$ cat src/rtl/core/assert_macros.svh
// Assertion macros for the converter RTL.
`ifndef ASSERT_MACROS_SVH
`define ASSERT_MACROS_SVH

// Check a property on every rising clock edge outside of reset.
`define PTPN_ASSERT(lbl, clk, rst_n, prop) \
    lbl: assert property (@(posedge clk) disable iff (!rst_n) prop) \
        else $error("ptpn assertion failed");

// Check a property on every rising clock edge, reset included.
`define PTPN_ASSERT_ALWAYS(lbl, clk, prop) \
    lbl: assert property (@(posedge clk) prop) \
        else $error("ptpn assertion failed");

`endif

$ cat src/rtl/core/ptpn_pkg.sv
// Types and constants for the planar tile to packed nibble converter.
package ptpn_pkg;

    localparam int TILES_PER_SHEET_DEF = 64;
    localparam int SHEET_OUT_BYTES_DEF = 2048;

    localparam int TILE_BYTES_2BPP = 16;
    localparam int TILE_BYTES_3BPP = 24;
    localparam int PLANE2_OFFSET   = 16;
    localparam int ROWS_PER_TILE   = 8;

    localparam int BYTE_W    = 8;
    localparam int ADDR_W    = 19;
    localparam int ROW_W     = 3;
    localparam int OFF16_W   = 4;
    localparam int OFF24_W   = 5;
    localparam int CFG_IDX_W = 1;

    // Configuration register indexes
    typedef enum logic [CFG_IDX_W-1:0] {
        REG_THREE_BPP    = 1'b0,
        REG_SHEET_NUMBER = 1'b1
    } t_cfg_reg;

    // One completed pixel row: three planes and the raster address of its first byte
    typedef struct packed {
        logic [BYTE_W-1:0] p0;
        logic [BYTE_W-1:0] p1;
        logic [BYTE_W-1:0] p2;
        logic [ADDR_W-1:0] addr;
    } t_row;

endpackage

$ cat src/rtl/core/ptpn_ram.sv
// Generic simple dual-port RAM with registered read.
module ptpn_ram #(
    parameter int WIDTH = 8,
    parameter int DEPTH = 8
) (
    input  logic                     i_clk,
    input  logic                     i_we,
    input  logic [$clog2(DEPTH)-1:0] i_waddr,
    input  logic [WIDTH-1:0]         i_wdata,
    input  logic                     i_re,
    input  logic [$clog2(DEPTH)-1:0] i_raddr,
    output logic [WIDTH-1:0]         o_rdata
);

    logic [WIDTH-1:0] r_mem [DEPTH];
    logic [WIDTH-1:0] r_rdata;

    always_ff @(posedge i_clk) begin
        if (i_we) begin
            r_mem[i_waddr] <= i_wdata;
        end
        if (i_re) begin
            r_rdata <= r_mem[i_raddr];
        end
    end

    assign o_rdata = r_rdata;

endmodule

$ cat src/rtl/core/ptpn_row_ser.sv
// Output serializer: turns one pixel row into four packed pixel bytes.
module ptpn_row_ser (
    input  logic                         i_clk,
    input  logic                         i_rst_n,
    input  logic                         i_load,
    input  ptpn_pkg::t_row               i_row,
    input  logic                         i_ready,
    output logic                         o_valid,
    output logic [ptpn_pkg::BYTE_W-1:0]  o_packed,
    output logic [ptpn_pkg::ADDR_W-1:0]  o_addr,
    output logic                         o_last,
    output logic                         o_free
);

    logic                        r_valid;
    logic [1:0]                  r_x;
    logic [ptpn_pkg::BYTE_W-1:0] r_p0, r_p1, r_p2;
    logic [ptpn_pkg::ADDR_W-1:0] r_addr;
    logic                        w_take;

    assign w_take = r_valid && i_ready;
    assign o_free = !r_valid || (i_ready && (r_x == 2'd3));

    always_ff @(posedge i_clk) begin
        if (!i_rst_n) begin
            r_valid <= 1'b0;
            r_x     <= 2'd0;
        end else if (i_load) begin
            r_valid <= 1'b1;
            r_x     <= 2'd0;
        end else if (w_take) begin
            r_valid <= (r_x != 2'd3);
            r_x     <= r_x + 2'd1;
        end
    end

    // Shift the planes left by one pixel pair per item
    always_ff @(posedge i_clk) begin
        if (i_load) begin
            r_p0   <= i_row.p0;
            r_p1   <= i_row.p1;
            r_p2   <= i_row.p2;
            r_addr <= i_row.addr;
        end else if (w_take) begin
            r_p0   <= {r_p0[ptpn_pkg::BYTE_W-3:0], 2'b00};
            r_p1   <= {r_p1[ptpn_pkg::BYTE_W-3:0], 2'b00};
            r_p2   <= {r_p2[ptpn_pkg::BYTE_W-3:0], 2'b00};
            r_addr <= r_addr + ptpn_pkg::ADDR_W'(1);
        end
    end

    assign o_valid  = r_valid;
    assign o_packed = {1'b0, r_p2[7], r_p1[7], r_p0[7], 1'b0, r_p2[6], r_p1[6], r_p0[6]};
    assign o_addr   = r_addr;
    assign o_last   = (r_x == 2'd3);

endmodule

$ cat src/rtl/core/planar_tile_to_packed_nibbles.sv
// Planar 2bpp/3bpp tile sheet to packed 4-bit pixel converter, top level.
//
// Takes one planar byte per item and gives four packed pixel bytes for each byte that
// completes a pixel row, one per cycle while the receiver is ready, the last with tlast
// set. A byte is accepted in every cycle while no completed row waits; the completing
// byte and the plane store read are registered in the read stage, and the row is loaded
// into the serializer once it is free. The output serializer sets the sustained rate
// of row-completing bytes, other bytes at one per cycle. Planes 0 and 1 sit
// in two 8-entry banks indexed by pixel row. Byte position is kept as tile/offset pairs
// for both tile sizes, so a mode change between sheets takes effect at once. There is
// no clearing pass after reset; bytes past the last tile are dropped until tuser marks
// a new sheet.
module planar_tile_to_packed_nibbles #(
    parameter int TILES_PER_SHEET = ptpn_pkg::TILES_PER_SHEET_DEF,
    parameter int SHEET_OUT_BYTES = ptpn_pkg::SHEET_OUT_BYTES_DEF
) (
    input  logic                           i_clk,
    input  logic                           i_rst_n,
    input  logic                           s_axis_tvalid,
    output logic                           s_axis_tready,
    input  logic [7:0]                     s_axis_tdata,  // [7:0] plane_byte
    input  logic                           s_axis_tuser,  // [0] sheet_start
    output logic                           m_axis_tvalid,
    input  logic                           m_axis_tready,
    output logic [31:0]                    m_axis_tdata,  // [7:0] packed_pixels,
                                                          // [26:8] pixel_address
    output logic                           m_axis_tlast,  // run_last
    input  logic                           i_cfg_valid,
    output logic                           o_cfg_ready,
    input  logic [ptpn_pkg::CFG_IDX_W-1:0] i_cfg_index,
    input  logic [7:0]                     i_cfg_data
);

    localparam int TW = $clog2(2 * TILES_PER_SHEET);
    localparam int CW = $clog2(TILES_PER_SHEET * ptpn_pkg::TILE_BYTES_3BPP + 1);
    localparam int AW = ptpn_pkg::ADDR_W;

    // Configuration
    logic          r_three;
    logic [AW-1:0] r_base;

    assign o_cfg_ready = 1'b1;

    always_ff @(posedge i_clk) begin
        if (!i_rst_n) begin
            r_three <= 1'b0;
            r_base  <= '0;
        end else if (i_cfg_valid) begin
            case (i_cfg_index)
                ptpn_pkg::REG_THREE_BPP:    r_three <= i_cfg_data[0];
                ptpn_pkg::REG_SHEET_NUMBER:
                    r_base <= AW'(32'(i_cfg_data) * 32'(SHEET_OUT_BYTES));
                default: ;
            endcase
        end
    end

    // Byte position, tracked as tile and offset for both tile sizes
    logic [TW-1:0]                r_tile16, r_tile24, w_tile16, w_tile24, w_tile;
    logic [ptpn_pkg::OFF16_W-1:0] r_off16, w_off16;
    logic [ptpn_pkg::OFF24_W-1:0] r_off24, w_off24;
    logic [ptpn_pkg::OFF24_W-1:0] w_off;
    logic                         w_accept, w_act, w_plane2, w_emit, w_load, w_free;
    logic [ptpn_pkg::ROW_W-1:0]   w_y;

    assign w_accept = s_axis_tvalid && s_axis_tready;

    always_comb begin
        w_tile16 = s_axis_tuser ? '0 : r_tile16;
        w_tile24 = s_axis_tuser ? '0 : r_tile24;
        w_off16  = s_axis_tuser ? '0 : r_off16;
        w_off24  = s_axis_tuser ? '0 : r_off24;
        w_tile   = r_three ? w_tile24 : w_tile16;
        w_off    = r_three ? w_off24 : ptpn_pkg::OFF24_W'(w_off16);
        w_act    = w_accept && (w_tile < TW'(TILES_PER_SHEET));
        w_plane2 = r_three && (w_off24 >= ptpn_pkg::OFF24_W'(ptpn_pkg::PLANE2_OFFSET));
        w_emit   = w_act && (w_plane2 || (!r_three && w_off16[0]));
        w_y      = w_plane2 ? w_off24[ptpn_pkg::ROW_W-1:0] : w_off[ptpn_pkg::ROW_W:1];
    end

    always_ff @(posedge i_clk) begin
        if (!i_rst_n) begin
            r_tile16 <= '0;
            r_tile24 <= '0;
            r_off16  <= '0;
            r_off24  <= '0;
        end else if (w_act) begin
            r_off16 <= w_off16 + ptpn_pkg::OFF16_W'(1);
            if (w_off16 == ptpn_pkg::OFF16_W'(ptpn_pkg::TILE_BYTES_2BPP - 1)) begin
                r_tile16 <= w_tile16 + TW'(1);
            end else begin
                r_tile16 <= w_tile16;
            end
            if (w_off24 == ptpn_pkg::OFF24_W'(ptpn_pkg::TILE_BYTES_3BPP - 1)) begin
                r_off24  <= '0;
                r_tile24 <= w_tile24 + TW'(1);
            end else begin
                r_off24  <= w_off24 + ptpn_pkg::OFF24_W'(1);
                r_tile24 <= w_tile24;
            end
        end else if (w_accept) begin
            // Past the last tile: only a sheet start moves the position
            r_tile16 <= w_tile16;
            r_tile24 <= w_tile24;
            r_off16  <= w_off16;
            r_off24  <= w_off24;
        end
    end

    // Plane store: bank 0 holds plane 0, bank 1 holds plane 1, by pixel row
    logic [7:0] w_rd0, w_rd1;
    logic       w_we0, w_we1;

    assign w_we0 = w_act && !w_plane2 && !w_off[0];
    assign w_we1 = w_act && !w_plane2 && w_off[0];

    ptpn_ram #(.WIDTH(ptpn_pkg::BYTE_W), .DEPTH(ptpn_pkg::ROWS_PER_TILE)) u_bank0 (
        .i_clk   (i_clk),
        .i_we    (w_we0),
        .i_waddr (w_y),
        .i_wdata (s_axis_tdata),
        .i_re    (w_emit),
        .i_raddr (w_y),
        .o_rdata (w_rd0)
    );

    ptpn_ram #(.WIDTH(ptpn_pkg::BYTE_W), .DEPTH(ptpn_pkg::ROWS_PER_TILE)) u_bank1 (
        .i_clk   (i_clk),
        .i_we    (w_we1),
        .i_waddr (w_y),
        .i_wdata (s_axis_tdata),
        .i_re    (w_emit),
        .i_raddr (w_y),
        .o_rdata (w_rd1)
    );

    // Read stage: hold the completing byte while the store read lands
    logic                       r_s1v, r_s1_three;
    logic [7:0]                 r_s1_byte;
    logic [ptpn_pkg::ROW_W-1:0] r_s1_y;
    logic [TW-1:0]              r_s1_tile;

    assign w_load        = r_s1v && w_free;
    assign s_axis_tready = !r_s1v || w_load;

    always_ff @(posedge i_clk) begin
        if (!i_rst_n) begin
            r_s1v <= 1'b0;
        end else if (w_emit) begin
            r_s1v <= 1'b1;
        end else if (w_load) begin
            r_s1v <= 1'b0;
        end
    end

    always_ff @(posedge i_clk) begin
        if (w_emit) begin
            r_s1_byte  <= s_axis_tdata;
            r_s1_three <= r_three;
            r_s1_y     <= w_y;
            r_s1_tile  <= w_tile;
        end
    end

    ptpn_pkg::t_row w_row;
    logic [AW-1:0]  w_tile_ext;

    always_comb begin
        w_tile_ext = AW'(r_s1_tile);
        w_row.p0   = w_rd0;
        w_row.p1   = r_s1_three ? w_rd1 : r_s1_byte;
        w_row.p2   = r_s1_three ? r_s1_byte : '0;
        w_row.addr = r_base + ((w_tile_ext >> 4) << 9) + (AW'(r_s1_y) << 6)
                   + (AW'(w_tile_ext[3:0]) << 2);
    end

    logic [7:0]    w_packed;
    logic [AW-1:0] w_addr;

    ptpn_row_ser u_ser (
        .i_clk    (i_clk),
        .i_rst_n  (i_rst_n),
        .i_load   (w_load),
        .i_row    (w_row),
        .i_ready  (m_axis_tready),
        .o_valid  (m_axis_tvalid),
        .o_packed (w_packed),
        .o_addr   (w_addr),
        .o_last   (m_axis_tlast),
        .o_free   (w_free)
    );

    assign m_axis_tdata = {5'b0, w_addr, w_packed};

    // Byte position as seen through each tile size
    logic [CW-1:0] w_pos16, w_pos24;
    logic          w_s1_wait;

    assign w_pos16   = CW'(r_tile16) * CW'(ptpn_pkg::TILE_BYTES_2BPP) + CW'(r_off16);
    assign w_pos24   = CW'(r_tile24) * CW'(ptpn_pkg::TILE_BYTES_3BPP) + CW'(r_off24);
    assign w_s1_wait = r_s1v && !w_load;

`include "assert_macros.svh"

    `PTPN_ASSERT(a_pos_agree, i_clk, i_rst_n, w_pos16 == w_pos24)
    `PTPN_ASSERT(a_tile_bound, i_clk, i_rst_n, r_tile24 <= TW'(TILES_PER_SHEET))
    `PTPN_ASSERT(a_s1_hold, i_clk, i_rst_n, w_s1_wait |=> r_s1v && $stable(r_s1_tile))

endmodule

$ cat config.mk
export PLATFORM = sky130hd
export DESIGN_NAME = planar_tile_to_packed_nibbles
export DESIGN_NICKNAME = d
export VERILOG_FILES = /design/src/rtl/core/ptpn_pkg.sv /design/src/rtl/core/ptpn_ram.sv /design/src/rtl/core/ptpn_row_ser.sv /design/src/rtl/core/planar_tile_to_packed_nibbles.sv
export VERILOG_INCLUDE_DIRS = /design/src /design/src/rtl/core
export SDC_FILE = /design/constraint.sdc
export NUM_CORES = 1
export LEC_CHECK = 0
export BUFFER_PORTS_ARGS = -buffer_cell sky130_fd_sc_hd__buf_2
export CAP_MARGIN = 20
export CORE_MARGIN = 2
export CORE_UTILIZATION = 45
export DETAILED_ROUTE_END_ITERATION = 16
export GPL_TIMING_DRIVEN = 0
export HOLD_SLACK_MARGIN = 0.06
export SETUP_SLACK_MARGIN = 0.2
export SLEW_MARGIN = 20
export SYNTH_ARGS = -nofsm -noshare
export SYNTH_HDL_FRONTEND = slang
export SYNTH_HIERARCHICAL = 1
export SYNTH_SLANG_ARGS = --single-unit
$ cat constraint.sdc
create_clock -name i_clk -period 9 [get_ports i_clk]
set_input_delay 0.9 -clock i_clk [delete_from_list [all_inputs] [get_ports i_clk]]
set_output_delay 0.9 -clock i_clk [all_outputs]
set_load 0.01 [all_outputs]
# ---- Word-level counts from Yosys, hierarchy flattened
# Memory sizes are Yosys's and may differ from the RTL's. A register that Yosys moved wholly into a read port is not among the register bits.
# Index checks and enable logic that the tools add are counted.
dict set report op_classes {
  n_reduce_logical 25
  muxes 36
  n_addsub 9
  n_eq_ne 4
  n_bitwise 2
  n_lt_le_gt_ge 2
}
# operator n
set op_table {}
lappend op_table {{$mux W8} 8}
lappend op_table {{$mux W7} 9}
lappend op_table {{$mux W19} 2}
lappend op_table {{$mux W5} 4}
lappend op_table {{$add A19 B1 Y19 const B} 1}
lappend op_table {{$add A19 B12 Y19} 1}
lappend op_table {{$add A19 B6 Y19} 1}
lappend op_table {{$add A19 B9 Y19} 1}
lappend op_table {{$mux W4} 4}
lappend op_table {{$add A7 B1 Y7 const B} 2}
lappend op_table {{$logic_and A1 B1 Y1} 11}
lappend op_table {{$mux W1} 8}
lappend op_table {{$lt A7 B7 Y1 const B} 1}
lappend op_table {{$reduce_bool A2 Y1} 3}
lappend op_table {{$add A5 B1 Y5 const B} 1}
lappend op_table {{$eq A5 B5 Y1 const B} 1}
lappend op_table {{$ge A5 B5 Y1 const B} 1}
lappend op_table {{$logic_not A1 Y1} 5}
lappend op_table {{$add A4 B1 Y4 const B} 1}
lappend op_table {{$eq A4 B4 Y1 const B} 1}
lappend op_table {{$reduce_and A2 Y1} 2}
lappend op_table {{$logic_or A1 B1 Y1} 3}
lappend op_table {{$mux W3} 1}
lappend op_table {{$add A2 B1 Y2 const B} 1}
lappend op_table {{other kinds (4)} 5}
dict set report word_totals {
  ram_bits 128
  regBits 98
  wordCells 97
  out_inout_bits 36
  memories 2
}
# memory words width read_ports rd_ports_with_merged_regs write_ports line_no
set mem_list {}
lappend mem_list {u_bank0.r_mem 8 8 1 1 1 ptpn_ram.sv:15} ;# logic [WIDTH-1:0] r_mem [DEPTH];
lappend mem_list {u_bank1.r_mem 8 8 1 1 1 ptpn_ram.sv:15}

# ---- Logic depth before layout (Yosys ltp)
dict set report logic_depth {
  ltp_word 11
  ltp_mapped 10
  ltp_nobuf 8
}

# ---- By module
# The synthesis kept the hierarchy.
# mod area_per_inst_um2 instances cells_each seq_area_each_um2
set modules_own_cells {}
lappend modules_own_cells {ptpn_ram 2771.4 2 114 2162.1}
lappend modules_own_cells {planar_tile_to_packed_nibbles 2854.0 1 303 1231.2}
lappend modules_own_cells {ptpn_row_ser 2268.4 1 188 1351.3}

# ---- Least setup slack after synthesis
# No wires, ideal clock.
dict set report synth_path {
  path_kind {input-to-reg}
  start {in m_axis_tready}
  end {reg r_s1_byte[0], enable pin}
  path_stages 7
  path_slack_ns 4.433
  t_arrival_ns 4.094
  t_required_ns 8.527
  cell_sequence {nand2_1 > nand2_1 > nand2b_1 > buf_2 > nand3_2 > buf_2 > nor3_1}
}
dict set report synth_via {
  elab_chain_cells 7
}
# element line_no
set synth_lines {}
lappend synth_lines {{start, declared} planar_tile_to_packed_nibbles.sv:24} ;# input logic m_axis_tready,
lappend synth_lines {{$logic_and A1 B1 Y1} ptpn_row_ser.sv:22} ;# assign o_free = !r_valid || (i_ready && (r_x == 2'd3));
lappend synth_lines {{$logic_or A1 B1 Y1} ptpn_row_ser.sv:22}
lappend synth_lines {{net w_free} planar_tile_to_packed_nibbles.sv:63} ;# logic w_accept, w_act, w_plane2, w_emit, w_load, w_free;
lappend synth_lines {{$logic_and A1 B1 Y1} planar_tile_to_packed_nibbles.sv:143} ;# assign w_load = r_s1v && w_free;
lappend synth_lines {{$logic_or A1 B1 Y1} planar_tile_to_packed_nibbles.sv:144} ;# assign s_axis_tready = !r_s1v || w_load;
lappend synth_lines {{net s_axis_tready} planar_tile_to_packed_nibbles.sv:20} ;# output logic s_axis_tready,
lappend synth_lines {{$logic_and A1 B1 Y1} planar_tile_to_packed_nibbles.sv:66} ;# assign w_accept = s_axis_tvalid && s_axis_tready;
lappend synth_lines {{$logic_and A1 B1 Y1} planar_tile_to_packed_nibbles.sv:75} ;# w_act = w_accept && (w_tile < TW'(TILES_PER_SHEET));
lappend synth_lines {{$logic_and A1 B1 Y1} planar_tile_to_packed_nibbles.sv:77} ;# w_emit = w_act && (w_plane2 || (!r_three && w_off16[0]));
lappend synth_lines {{net w_emit} planar_tile_to_packed_nibbles.sv:63}
lappend synth_lines {{end signal, assigned} planar_tile_to_packed_nibbles.sv:158} ;# r_s1_byte <= s_axis_tdata;
lappend synth_lines {{end, declared} planar_tile_to_packed_nibbles.sv:139} ;# logic [7:0] r_s1_byte;
# The timed path passes the listed nets, and every way through them passes these cells.
# A chain may end at the register's enable or synchronous reset.

# ---- Final worst setup path
dict set report layout_path {
  start {in s_axis_tuser}
  end {reg u_bank0.r_rdata[3] (netlist: u_bank0/o_rdata[3]) (read register of u_bank0.r_mem) (data pin)}
}
# element line_no
set layout_rtl {}
lappend layout_rtl {{start, declared} planar_tile_to_packed_nibbles.sv:22} ;# input logic s_axis_tuser,
lappend layout_rtl {{$mux W5} planar_tile_to_packed_nibbles.sv:72} ;# w_off24 = s_axis_tuser ? '0 : r_off24;
lappend layout_rtl {{$ge A5 B5 Y1} planar_tile_to_packed_nibbles.sv:76} ;# w_plane2 = r_three && (w_off24 >= ptpn_pkg::OFF24_W'(ptpn_pkg::PLANE2_OFFSET));
lappend layout_rtl {{$logic_and A1 B1 Y1} planar_tile_to_packed_nibbles.sv:76}
lappend layout_rtl {{$mux W3 *} planar_tile_to_packed_nibbles.sv:78} ;# w_y = w_plane2 ? w_off24[ptpn_pkg::ROW_W-1:0] : w_off[ptpn_pkg::ROW_W:1];
lappend layout_rtl {{net w_y, one bit} planar_tile_to_packed_nibbles.sv:64} ;# logic [ptpn_pkg::ROW_W-1:0] w_y;
lappend layout_rtl {{end, declared} ptpn_ram.sv:16} ;# logic [WIDTH-1:0] r_rdata;
# The timed path passes the listed nets; every way through them passes the cells marked *.

==> report_table.html <==
<table>
<tr><th>Metric</th><th>Value</th></tr>
<tr><th colspan="2">Outcome</th></tr>
<tr><td>Status</td><td>completed</td></tr>
<tr><th colspan="2">Final layout</th></tr>
<tr><td>Fillers</td><td>roughly 2000</td></tr>
<tr><td>Ratio of cells with drive above 1 in the final layout</td><td>0.223</td></tr>
<tr><td>Layout Utilization</td><td>0.526</td></tr>
<tr><td>ANT cells</td><td>0</td></tr>
<tr><td>Net count, final</td><td>roughly 840</td></tr>
<tr><td>Synth-to-layout area growth</td><td>15.4%</td></tr>
<tr><th colspan="2">Yosys</th></tr>
<tr><td>Yosys warns</td><td>6</td></tr>
<tr><td>Cells taking the most area after synthesis</td><td>sky130_fd_sc_hd__edfxtp_1 (58%), sky130_fd_sc_hd__mux4_1 (7.4%), sky130_fd_sc_hd__dfxtp_1 (6.8%)</td></tr>
<tr><td>Post-synth EDFFs</td><td>between 200 and 250</td></tr>
<tr><td>Synth Flop Type</td><td>sky130_fd_sc_hd__edfxtp_1</td></tr>
<tr><td>Top cells by instance count after synthesis</td><td>sky130_fd_sc_hd__edfxtp_1 (206), sky130_fd_sc_hd__nand2_1 (49), sky130_fd_sc_hd__mux2_2 (46)</td></tr>
<tr><td>Post-synthesis register bit count</td><td>roughly 240</td></tr>
<tr><td>Cell area after synthesis</td><td>about 11000 um^2</td></tr>
<tr><td>Asr flop ratio synth</td><td>0</td></tr>
<tr><td>Synth cell types</td><td>58</td></tr>
<tr><td>Portion of synthesized cell area occupied by the leading cell type</td><td>0.580</td></tr>
<tr><td>Post-synth top area cell</td><td>sky130_fd_sc_hd__edfxtp_1</td></tr>
<tr><td>Most frequently used cell type in the post-synthesis netlist</td><td>sky130_fd_sc_hd__edfxtp_1</td></tr>
<tr><td>Share of synthesized area occupied by flip-flops and latches</td><td>0.648</td></tr>
<tr><td>Synth Instances</td><td>~720</td></tr>
<tr><td>Mapped Avg Cell Area</td><td>14.8 um^2</td></tr>
<tr><th colspan="2">Power</th></tr>
<tr><td>Internal power summed over all cells</td><td>between 1500 and 2000 uW</td></tr>
<tr><td>Clock network fraction of total power</td><td>0.442</td></tr>
<tr><td>Power density normalized to cell area</td><td>197 nW/um^2</td></tr>
<tr><td>Sequential fraction of design power</td><td>0.512</td></tr>
<tr><td>Leakage Power</td><td>about 0.0041 uW</td></tr>
<tr><td>Switching pwr</td><td>512 uW</td></tr>
<tr><td>Worst vdd rail ir drop</td><td>roughly 150 uV</td></tr>
<tr><td>Part of the total power dissipated in combinational logic</td><td>0.046</td></tr>
<tr><td>Sw frac</td><td>0.211</td></tr>
<tr><th colspan="2">STA</th></tr>
<tr><td>Minimum clock period</td><td>~3.6 ns</td></tr>
<tr><td>Setup violation total in the final timing report</td><td>0</td></tr>
<tr><td>Max-Slew Margin vs Limit</td><td>0.428</td></tr>
<tr><td>Final worst path period share</td><td>0.400</td></tr>
<tr><td>Setup_tns</td><td>0 ns</td></tr>
<tr><td>Unrepaired setup endpoints after global routing</td><td>false</td></tr>
<tr><td>Upper clock frequency limit</td><td>approximately 280 MHz</td></tr>
<tr><td>Setup Skew</td><td>between 0.015 and 0.02 ns</td></tr>
<tr><td>Worst Max-Slew Pin Slew</td><td>between 0.8 and 0.9 ns</td></tr>
<tr><td>Max Slew Vio Count</td><td>0</td></tr>
<tr><td>Final-report hold violation count</td><td>0</td></tr>
<tr><th colspan="2">Clock tree</th></tr>
<tr><td>Number of gates resized after cts</td><td>0</td></tr>
<tr><td>CTS tree</td><td>yes</td></tr>
<tr><td>Clock root buffer</td><td>sky130_fd_sc_hd__clkbuf_16</td></tr>
<tr><td>Number of buffers added by the clock tree synthesis step</td><td>27</td></tr>
<tr><td>Maximum level of the CTS H-tree</td><td>1</td></tr>
<tr><td>Post-CTS Hold Fix Bufs</td><td>0</td></tr>
<tr><td>Longest Clk Path Bufs</td><td>3</td></tr>
<tr><td>Number of clock sinks</td><td>around 240</td></tr>
<tr><td>Reg clk slew, reported paths</td><td>about 0.06 ns</td></tr>
<tr><td>Clock network latency to the later pin of the worst-skew pair</td><td>between 0.5 and 0.6 ns</td></tr>
<tr><td>Post CTS Setup Buffer Count</td><td>0</td></tr>
<tr><th colspan="2">Worst hold path</th></tr>
<tr><td>Worst hold path depth</td><td>0</td></tr>
<tr><td>Start point of the worst min-delay path</td><td>r_three$_SDFFE_PN0P_</td></tr>
<tr><td>Type of the worst min-delay path</td><td>reg2reg</td></tr>
<tr><td>Endpoint of the worst hold path</td><td>r_s1_three$_DFFE_PP_</td></tr>
<tr><th colspan="2">Critical path</th></tr>
<tr><td>Worst setup EP type</td><td>flip-flop</td></tr>
<tr><td>Most numerous cell on the critical path</td><td>sky130_fd_sc_hd__buf_2</td></tr>
<tr><td>Maximum fanout along the worst path</td><td>10</td></tr>
<tr><td>Source of the worst register-to-register timing path</td><td>r_three$_SDFFE_PN0P_</td></tr>
<tr><td>Register-to-register setup slack</td><td>5.56 ns</td></tr>
<tr><td>Kind of critical path</td><td>in2reg</td></tr>
<tr><td>R2R depth</td><td>8</td></tr>
<tr><td>Slowest cell delay on critical path</td><td>approximately 0.66 ns</td></tr>
<tr><td>Worst reg2reg path endpoint</td><td>u_bank0/o_rdata[3]$_DFFE_PP_</td></tr>
<tr><td>Cell chain of the critical path</td><td>buf_2, buf_2, buf_1, clkbuf_1, a211oi_2, clkbuf_1, buf_2, mux4_1, mux2_2</td></tr>
<tr><td>Critical Path Start Type</td><td>input port</td></tr>
<tr><td>Arrival time worst endpoint</td><td>between 3 and 4 ns</td></tr>
<tr><td>WP data required</td><td>between 9 and 10 ns</td></tr>
<tr><td>Worst-path cell with the longest stage delay</td><td>sky130_fd_sc_hd__a211oi_2</td></tr>
<tr><th colspan="2">Die</th></tr>
<tr><td>Number of primary I/O pins</td><td>roughly 60</td></tr>
<tr><td>Die Outline Area</td><td>around 25000 um^2</td></tr>
<tr><td>Row count</td><td>56</td></tr>
<tr><td>Die width</td><td>about 160 um</td></tr>
<tr><td>Area of the core</td><td>between 20000 and 25000 um^2</td></tr>
<tr><td>Die H</td><td>158 um</td></tr>
<tr><td>Starting density of the core</td><td>0.456</td></tr>
<tr><th colspan="2">Global routing</th></tr>
<tr><td>Number of antenna violations at the first check in global routing</td><td>0</td></tr>
<tr><td>Gr ovfl total</td><td>0</td></tr>
<tr><td>First-pass GRT wire length</td><td>roughly 34000 um</td></tr>
<tr><td>Pin count of the biggest net entering global routing</td><td>26</td></tr>
<tr><td>Number of global-route vias before repair</td><td>~6300</td></tr>
<tr><td>GRT Util Overall</td><td>0.174</td></tr>
<tr><th colspan="2">Drt</th></tr>
<tr><td>Initial DRT Pass Iterations</td><td>5</td></tr>
<tr><td>Antenna viol nets, final</td><td>0</td></tr>
<tr><td>Wire length reported by the detailed router</td><td>around 22000 um</td></tr>
<tr><td>Final routed wire length divided by cell count</td><td>18.8 um</td></tr>
<tr><td>Via density per instance</td><td>approximately 5.4</td></tr>
<tr><td>Number of design-rule violations left by the first detailed-router iteration</td><td>498</td></tr>
<tr><td>Total vias in the final route</td><td>~6200</td></tr>
<tr><td>Remaining routing DRC violations</td><td>0</td></tr>
<tr><th colspan="2">Placement</th></tr>
<tr><td>Final estimated routing congestion in global placement</td><td>0.850</td></tr>
<tr><td>DPL Wire Length</td><td>approximately 14000 um</td></tr>
<tr><td>Port bufs</td><td>47</td></tr>
<tr><th colspan="2">Flow run</th></tr>
<tr><td>Max-cap viol count</td><td>0</td></tr>
</table>
[how the worst max path moves through the flow]
stage,start,endpoint,slack (ns),depth (start not counted)
finish,s_axis_tuser,u_bank0/o_rdata[3]$_DFFE_PP_,5.40,9
floorplan,m_axis_tready,r_s1_byte[0]$_DFFE_PP_,4.43,7
global route,s_axis_tuser,u_bank1/o_rdata[5]$_DFFE_PP_,5.32,9
detailed placement,s_axis_tuser,u_bank0/o_rdata[3]$_DFFE_PP_,4.92,9
global placement,m_axis_tready,u_bank0/o_rdata[5]$_DFFE_PP_,3.16,8
CTS,s_axis_tuser,u_bank0/o_rdata[3]$_DFFE_PP_,5.48,9
[through the flow]
| stage | hold slack (ns) | setup WS [ns] | std cells | power (uW) | instance area (um^2) |
|---|---|---|---|---|---|
| 2_1_floorplan | 0.431 | 4.43 | 726 | 1330 | 10700 |
| 3_3_place_gp | 0.450 | 3.16 | 1092 | 1370 | 11300 |
| 3_5_place_dp | 0.450 | 4.92 | 1098 | 1380 | 11400 |
| 4_1_cts | 0.465 | 5.48 | 1148 | 2450 | 12300 |
| 5_1_grt | 0.476 | 5.32 | 1148 | 2500 | 12300 |
| 6_report | 0.463 | 5.40 | 1148 | 2430 | 12300 |
[layout by cell type, fill, tap and decap left out, types with 4 or more instances in the layout]
cell,n
sky130_fd_sc_hd__nor2_1,37
sky130_fd_sc_hd__nor2b_1,9
sky130_fd_sc_hd__and3_1,4
sky130_fd_sc_hd__nand2b_1,11
sky130_fd_sc_hd__inv_1,16
sky130_fd_sc_hd__dfxtp_1,36
sky130_fd_sc_hd__o211ai_1,7
sky130_fd_sc_hd__nand4_1,7
sky130_fd_sc_hd__clkinv_2,6
sky130_fd_sc_hd__xnor2_1,12
sky130_fd_sc_hd__mux4_1,30
sky130_fd_sc_hd__ha_1,8
sky130_fd_sc_hd__a21o_1,4
sky130_fd_sc_hd__a21oi_1,24
sky130_fd_sc_hd__clkbuf_1,21
sky130_fd_sc_hd__buf_4,19
sky130_fd_sc_hd__o21ai_0,18
sky130_fd_sc_hd__clkinv_1,9
sky130_fd_sc_hd__nand2_1,48
sky130_fd_sc_hd__a31oi_1,7
sky130_fd_sc_hd__conb_1,10
sky130_fd_sc_hd__nor3_2,5
sky130_fd_sc_hd__or4_1,6
sky130_fd_sc_hd__or3_1,4
sky130_fd_sc_hd__nor3_1,10
sky130_fd_sc_hd__mux2_2,46
sky130_fd_sc_hd__xor2_1,6
sky130_fd_sc_hd__buf_2,55
sky130_fd_sc_hd__edfxtp_1,206
sky130_fd_sc_hd__nand3_1,27
sky130_fd_sc_hd__buf_1,5
sky130_fd_sc_hd__mux2i_1,15
sky130_fd_sc_hd__clkbuf_16,27
sky130_fd_sc_hd__and2_1,16
[final cells by class]
| class | instances | area (um^2) | share of cell area |
|---|---|---|---|
| plain buffers | 52 | 313 | 0.0254 |
| clock buffers | 28 | 679 | 0.0552 |
| clock inverters | 22 | 198 | 0.0161 |
| inverters | 16 | 60.1 | 0.00488 |
| multi-input cells | 416 | 3450 | 0.281 |
| flip-flops and latches | 242 | 6910 | 0.561 |
| well taps | 319 | 399 | 0.0324 |
| repair buffers | 53 | 300 | 0.0244 |
[critical path, delay by kind of cell]
kind                   cells  cell delay (ns)
buffers and inverters      6             1.63
multiplexers               2             0.67
AO/OA/AOI/OAI              1             0.66
[state kept, by name, indices dropped and copies added, names as in the netlist, 8 cells and up]
name / flops
r_base: 8
r_s1_byte: 8
u_bank0/o_rdata: 8
u_bank0/r_mem: 64
u_bank1/o_rdata: 8
u_bank1/r_mem: 64
u_ser/o_addr: 19
u_ser/r_p0: 8
u_ser/r_p1: 8
u_ser/r_p2: 8
[routing by layer]
layer | track usage | share of wire | wire, um | vias up
met5 | 0 | 0 | 0 | -
met4 | 0.0438 | 0.018 | 388 | 0
met3 | 0.0260 | 0.049 | 1050 | 30
met2 | 0.290 | 0.47 | 10200 | 173
met1 | 0.241 | 0.46 | 9900 | 3075
li1 | - | - | - | 2939
[logic make-up after synthesis]
group           after synthesis  synth area share
xor+xnor                     18            0.0148
buf+inv                      68            0.0350
mux                          94             0.143
fa+ha+maj                     8           0.00939
flops                       242             0.648
other cells                   3           0.00106
simple gates                198            0.0944
compound gates               88            0.0549
[power groups by stage]
stage / sequential [uW] / combinational, uW / clock [uW]
floorplan: 1260 / 70.1 / 0
global placement: 1270 / 107 / 0
detailed placement: 1270 / 112 / 0
CTS: 1240 / 113 / 1100
global route: 1240 / 123 / 1140
finish: 1240 / 113 / 1070
No activity file was read; power rests on OpenSTA's default activity.
